File: src/rtl/rvb_pkg.sv
// Package for the radial vignette blend: fixed widths, register indexes and
// default parameter values. No dependencies.
`default_nettype none
package rvb_pkg;
   localparam int MAX_SIDE_DEFAULT     = 4096;
   localparam int CHANNEL_BITS_DEFAULT = 16;
   localparam int COORD_BITS    = 12;
   localparam int FRAME_BITS    = 13;
   localparam int RADIUS_BITS   = 20;
   localparam int INVRANGE_BITS = 25;
   localparam int AMOUNT_BITS   = 16;
   localparam int COLOR_BITS    = 16;
   localparam int CSR_ADDR_BITS = 3;
   localparam int CSR_DATA_BITS = 25;
   localparam int DIFF_BITS     = 17;
   localparam int SQ_BITS       = 35;
   localparam int DIST_BITS     = 18;
   localparam int ONE_Q16       = 65536;
   localparam int ONE_Q24       = 16777216;

   typedef enum logic [CSR_ADDR_BITS-1:0] {
      REG_FRAME_WIDTH   = 3'd0,
      REG_FRAME_HEIGHT  = 3'd1,
      REG_INNER_RADIUS  = 3'd2,
      REG_INVERSE_RANGE = 3'd3,
      REG_BLEND_AMOUNT  = 3'd4,
      REG_TINT_RED      = 3'd5,
      REG_TINT_GREEN    = 3'd6,
      REG_TINT_BLUE     = 3'd7
   } reg_index_type;
endpackage
`default_nettype wire

File: src/rtl/rvb_isqrt.sv
// Pipelined integer square root, truncating, one result bit per stage.
// Depends on rvb_pkg; stages advance together on the enable.
`default_nettype none
module rvb_isqrt import rvb_pkg::*; (
   input  wire logic                 clock,
   input  wire logic                 enable,
   input  wire logic [SQ_BITS-1:0]   radicand,
   output      logic [DIST_BITS-1:0] root
);
   localparam int STEPS = DIST_BITS;
   localparam int REM_BITS = DIST_BITS + 2;
   // Two radicand bits are consumed per result bit.
   localparam int NUM_BITS = 2 * STEPS;

   logic [NUM_BITS-1:0]  num_ff  [STEPS];
   logic [REM_BITS-1:0]  rem_ff  [STEPS];
   logic [DIST_BITS-1:0] quo_ff  [STEPS];

   for (genvar i = 0; i < STEPS; i++) begin : g_step
      logic [NUM_BITS-1:0]  num_src;
      logic [REM_BITS-1:0]  rem_src;
      logic [DIST_BITS-1:0] quo_src;
      logic [REM_BITS-1:0]  rem_sh;
      logic [REM_BITS-1:0]  trial;
      logic [NUM_BITS-1:0]  num_in;
      if (i == 0) begin : g_first
         // The first stage starts from the radicand with an empty remainder.
         assign num_src = NUM_BITS'(radicand);
         assign rem_src = '0;
         assign quo_src = '0;
      end else begin : g_next
         assign num_src = num_ff[i-1];
         assign rem_src = rem_ff[i-1];
         assign quo_src = quo_ff[i-1];
      end
      always_comb begin
         // Bring down the next two bits of the radicand.
         rem_sh = {rem_src[REM_BITS-3:0], num_src[NUM_BITS-1 -: 2]};
         trial  = {quo_src, 2'b01};
         num_in = {num_src[NUM_BITS-3:0], 2'b00};
      end
      always_ff @(posedge clock) begin
         if (enable) begin
            num_ff[i] <= num_in;
            if (rem_sh >= trial) begin
               rem_ff[i] <= rem_sh - trial;
               quo_ff[i] <= {quo_src[DIST_BITS-2:0], 1'b1};
            end else begin
               rem_ff[i] <= rem_sh;
               quo_ff[i] <= {quo_src[DIST_BITS-2:0], 1'b0};
            end
         end
      end
   end

   assign root = quo_ff[STEPS-1];
endmodule
`default_nettype wire

File: config.mk
export PLATFORM = sky130hd
export DESIGN_NAME = rvb_isqrt
export DESIGN_NICKNAME = d
export VERILOG_FILES = /design/src/rtl/rvb_pkg.sv /design/src/rtl/rvb_isqrt.sv
export SDC_FILE = /design/constraint.sdc
export NUM_CORES = 1
export LEC_CHECK = 0
export BUFFER_PORTS_ARGS = -buffer_cell sky130_fd_sc_hd__buf_2
export CORE_MARGIN = 1.5
export CORE_UTILIZATION = 55
export DETAILED_ROUTE_END_ITERATION = 8
export HOLD_SLACK_MARGIN = 0.03
export PLACE_DENSITY_LB_ADDON = 0.08
export REMOVE_ABC_BUFFERS = 1
export SLEW_MARGIN = 20
export SYNTH_ARGS = -nofsm -noshare
export SYNTH_HDL_FRONTEND = slang
export SYNTH_SLANG_ARGS = --single-unit
File: constraint.sdc
create_clock -name clock -period 5.5 [get_ports clock]
set_input_delay 1.1 -clock clock [delete_from_list [all_inputs] [get_ports clock]]
set_output_delay 1.1 -clock clock [all_outputs]
set_load 0.01 [all_outputs]
-- Yosys cells after proc, flatten, opt, wreduce, memory -nomap -nowiden
Memory sizes are Yosys's and may differ from the RTL's.
Index checks and enable logic that the tools add are counted.
- add/sub/neg operators: 18
- multiplexer cells: 146
- bitwise operators: 36
- order comparisons: 18
- operator list (kind ; count):
    $mux W20 ; 18
    $ge A20 B20 Y1 ; 17
    $sub A20 B20 Y20 ; 17
    $mux W18 ; 18
    $mux W1 ; 110
    $or A1 B1 Y1 ; 36
    $sub A1 B1 Y2 const B ; 1
    $ge A1 B1 Y1 const B ; 1
- memories: 3
- input bits: 37
- logic and storage cells: 221
- output and inout port bits: 18
- bits in writable memories: 1296
- bits in registers: 0
- memories (memory ; words ; width ; rd ports ; clocked after memory_dff ; wr ports ; line ; RTL):
    num_ff ; 18 ; 34 ; 17 ; 0 ; 18 ; rvb_isqrt.sv:15 ; logic [NUM_BITS-1:0] num_ff [STEPS];
    rem_ff ; 18 ; 20 ; 17 ; 0 ; 18 ; rvb_isqrt.sv:16 ; logic [REM_BITS-1:0] rem_ff [STEPS];
    quo_ff ; 18 ; 18 ; 18 ; 0 ; 18 ; rvb_isqrt.sv:17 ; logic [DIST_BITS-1:0] quo_ff [STEPS];

-- Depth between registers and ports, before layout
An unclocked memory read counts as a cell.
- word-level depth: 6
- mapped depth: 12

-- Least setup slack after synthesis
No wires, ideal clock.
- kind: input to register
- from: in enable
- to: mem quo_ff[14][0] (enable)
- required time: 5099 ps
- stages on the path: 4
- arrival: 2746 ps
- path slack: 2353 ps
- cell sequence: clkbuf_1 buf_2 clkbuf_1 clkbuf_1
- RTL lines (item ; line ; RTL):
    start, declared ; rvb_isqrt.sv:6 ; input wire logic enable,
    end, declared ; rvb_isqrt.sv:17 ;

==> results.cfg <==
[pwr]
power_mw = 15.18
pwr-share-comb = 0.151
power_leakage_nw = 15.24
power_density_nw_per_um2 = 386.8
power.switching_mw = 3.885
clkPwrFrac = 0.353
p_int_mw = 11.30
irDropWorstVdd_v = 0.0002806
seq_power_share = 0.496
swShare = 0.2559

[clocking]
htreeDepth = 3
cts-root-buf = clkbuf_16
cts.repair.resized = 0
clk_path_buf_depth = 3
insertion_delay_ps = 630
cts_tree = done
cts_buffers = 81
cts_setup_buffers = 0
cts.sinks = 760
hold_buffers = 0
clkTransAtPathRegs_ps = 60

[sta]
hold_viol = 0
fin_crit_ps = 3378
relSlewSlack = 0.3062
worst_pin_slew_ps = 1038
setup-violations-final = 0
slew_viol_final = 0
skew_ps = 29.34
fmax_ghz = 0.2961
fin_setup_tns_ps = 0
grt_setup_unrepaired = no
timing.final.crit_share = 0.6141

[yosys]
ys_types = 76
yosysMostFrequentCell = edfxtp_1
synthArstFlopShare = 0
postSynthAreaPerCell_um2 = 13.18
yosys_warnings = 0
synthesis.area_um2 = 35240
synth_top_area_cell = edfxtp_1
synth-edff-count = 759
synth_area_leaders = edfxtp_1, ha_1, xnor2_1
syn_inst = 2673
yosysTopAreaCellShare = 0.6469
yosysSeqAreaShare = 0.6474
synth_seq_cells = 760
synthTopCellsByCount = edfxtp_1, inv_1, ha_1
synth_ff_type = edfxtp_1

[place]
io_buffers = 54
globalplace.congestion = 0.8863
dp_hpwl_um = 45890

[global_route]
grt_first_pass_wirelength_um = 102300
grt_start_max_net_pins = 84
grt.total_usage = 0.1944
grt_overflow = 0
antenna_found_initial = 1
grt_pass1_vias = 19870

[floorplanning]
start_util = 0.5576
die_w_um = 256.1
chipHeight_um = 256.1
core-area_um2 = 63200
pin_count = 55
rows = 92
die_area_um2 = 65590

[final_layout]
fill_cells = 4851
area_growth_pct = 11.41
regArea_um2 = 22810
multiInputGateArea_um2 = 11370
fin_util = 0.6212
layout-drive-gt1-share = 0.09596
fin_nets = 3006

[setup_path]
crit_type = flip-flop to flip-flop
reg2reg_depth = 7
end_kind = flip-flop
worst_ep_required_time_ps = 5850
critPathMaxFanout = 26
path_depth = 7
cp.arrival_ps = 3730
max_stage_delay_ps = 750
path_cells = ha_1 -> nor2b_1 -> o31a_1 -> o31a_1 -> o21bai_1 -> nand3_1 -> mux2_2
path_buf_inv = 0
critPathTopFamily = simple AND/OR/NAND/NOR gates
cpMostUsedCell = o31a_1
start_kind = flip-flop
critPathSlowestCell = nand3_1

[hold_path]
hold_path_class = flip-flop to flip-flop
whs_path_depth = 0

[route]
post_drt_wl_per_cell_um = 17.28
route.detailed.drc = 0
postRouteWirelength_um = 63810
drtIter0Drc = 1504
vias_per_cell = 5.522
drtAntennaViolNets = 0
firstDrtPassIters = 5
via_count = 20387

[job]
maxCapViolCount = 0

[status]
status = finished clean
## flip-flops by register name (all words and copies together) (netlist names)
| signal | flops |
|---|---|
| quo_ff | 171 |
| num_ff | 306 |
| rem_ff | 283 |
## cells in the final DEF (no fill, tap or decap), drive strengths merged, types with 28 or more instances in the layout
cell type / instances
inv: 233
buf: 81
nand2: 149
a21o: 52
mux2: 40
nand2b: 28
o21ai: 136
nor2b: 28
nor2: 173
clkinv: 37
ha: 190
xnor2: 121
xor2: 94
a21oi: 167
nor4: 32
edfxtp: 759
clkbuf: 97
o21a: 34
nor3: 50
nand3: 41
## per-stage QoR
stage               setup slack (ps)  hold WS (ps)  cells  cell area (µm²)
global placement                1756         401.2   3541            36560
floorplan                       2171         400.3   2615            35000
finish                          2122         410.8   3692            39260
detailed placement              1714         404.5   3541            36560
CTS                             2153         414.8   3690            39240
global route                    1936         418.8   3691            39250
## power by group through the flow
stage	clock network [mW]	logic, mW	registers [mW]
6_report	5.35	2.30	7.53
5_1_grt	5.73	2.59	7.60
4_1_cts	5.52	2.29	7.55
3_5_place_dp	0	2.28	7.66
3_3_place_gp	0	2.21	7.66
2_1_floorplan	0	1.71	7.50
## cells by family after synthesis
group           count (synthesis)  share of synthesized area
compound gates                508                    0.08849
xor+xnor                      215                    0.05344
fa+ha+maj                     190                    0.06747
buf+inv                       286                    0.03093
flops                         760                     0.6474
mux                            47                    0.01477
simple gates                  667                    0.09748
## area by class of cell
class,instances,share of cell area
Sequential cell,760,0.5811
Multi-Input combinational cell,1627,0.2896
Clock buffer,97,0.05371
Tap cell,846,0.02696
Inverter,228,0.02180
Clock inverter,52,0.01444
Timing Repair Buffer,81,0.01230
Antenna cell,1,0.00006375
## final timing paths
| check | to | start | slack [ps] |
|---|---|---|---|
| worst max-delay path | rem_ff[6][27] | rem_ff[6][0] | 2120 |
| worst min-delay path | num_ff[6][33] | num_ff[5][31] | 410 |
| worst max register to register | rem_ff[6][27] | rem_ff[6][0] | 2120 |
| worst min register to register | num_ff[6][33] | num_ff[5][31] | 410 |
## metal layers
layer  global-route usage  routed length (µm)  vias to the layer above
met5                    0                  11                        -
met4              0.06723                1974                        2
met3              0.03624                2642                      141
met2               0.3150               29890                      393
met1               0.2644               29300                     9772
li1                     -                   -                    10079
(Power assumes the default switching activity.)
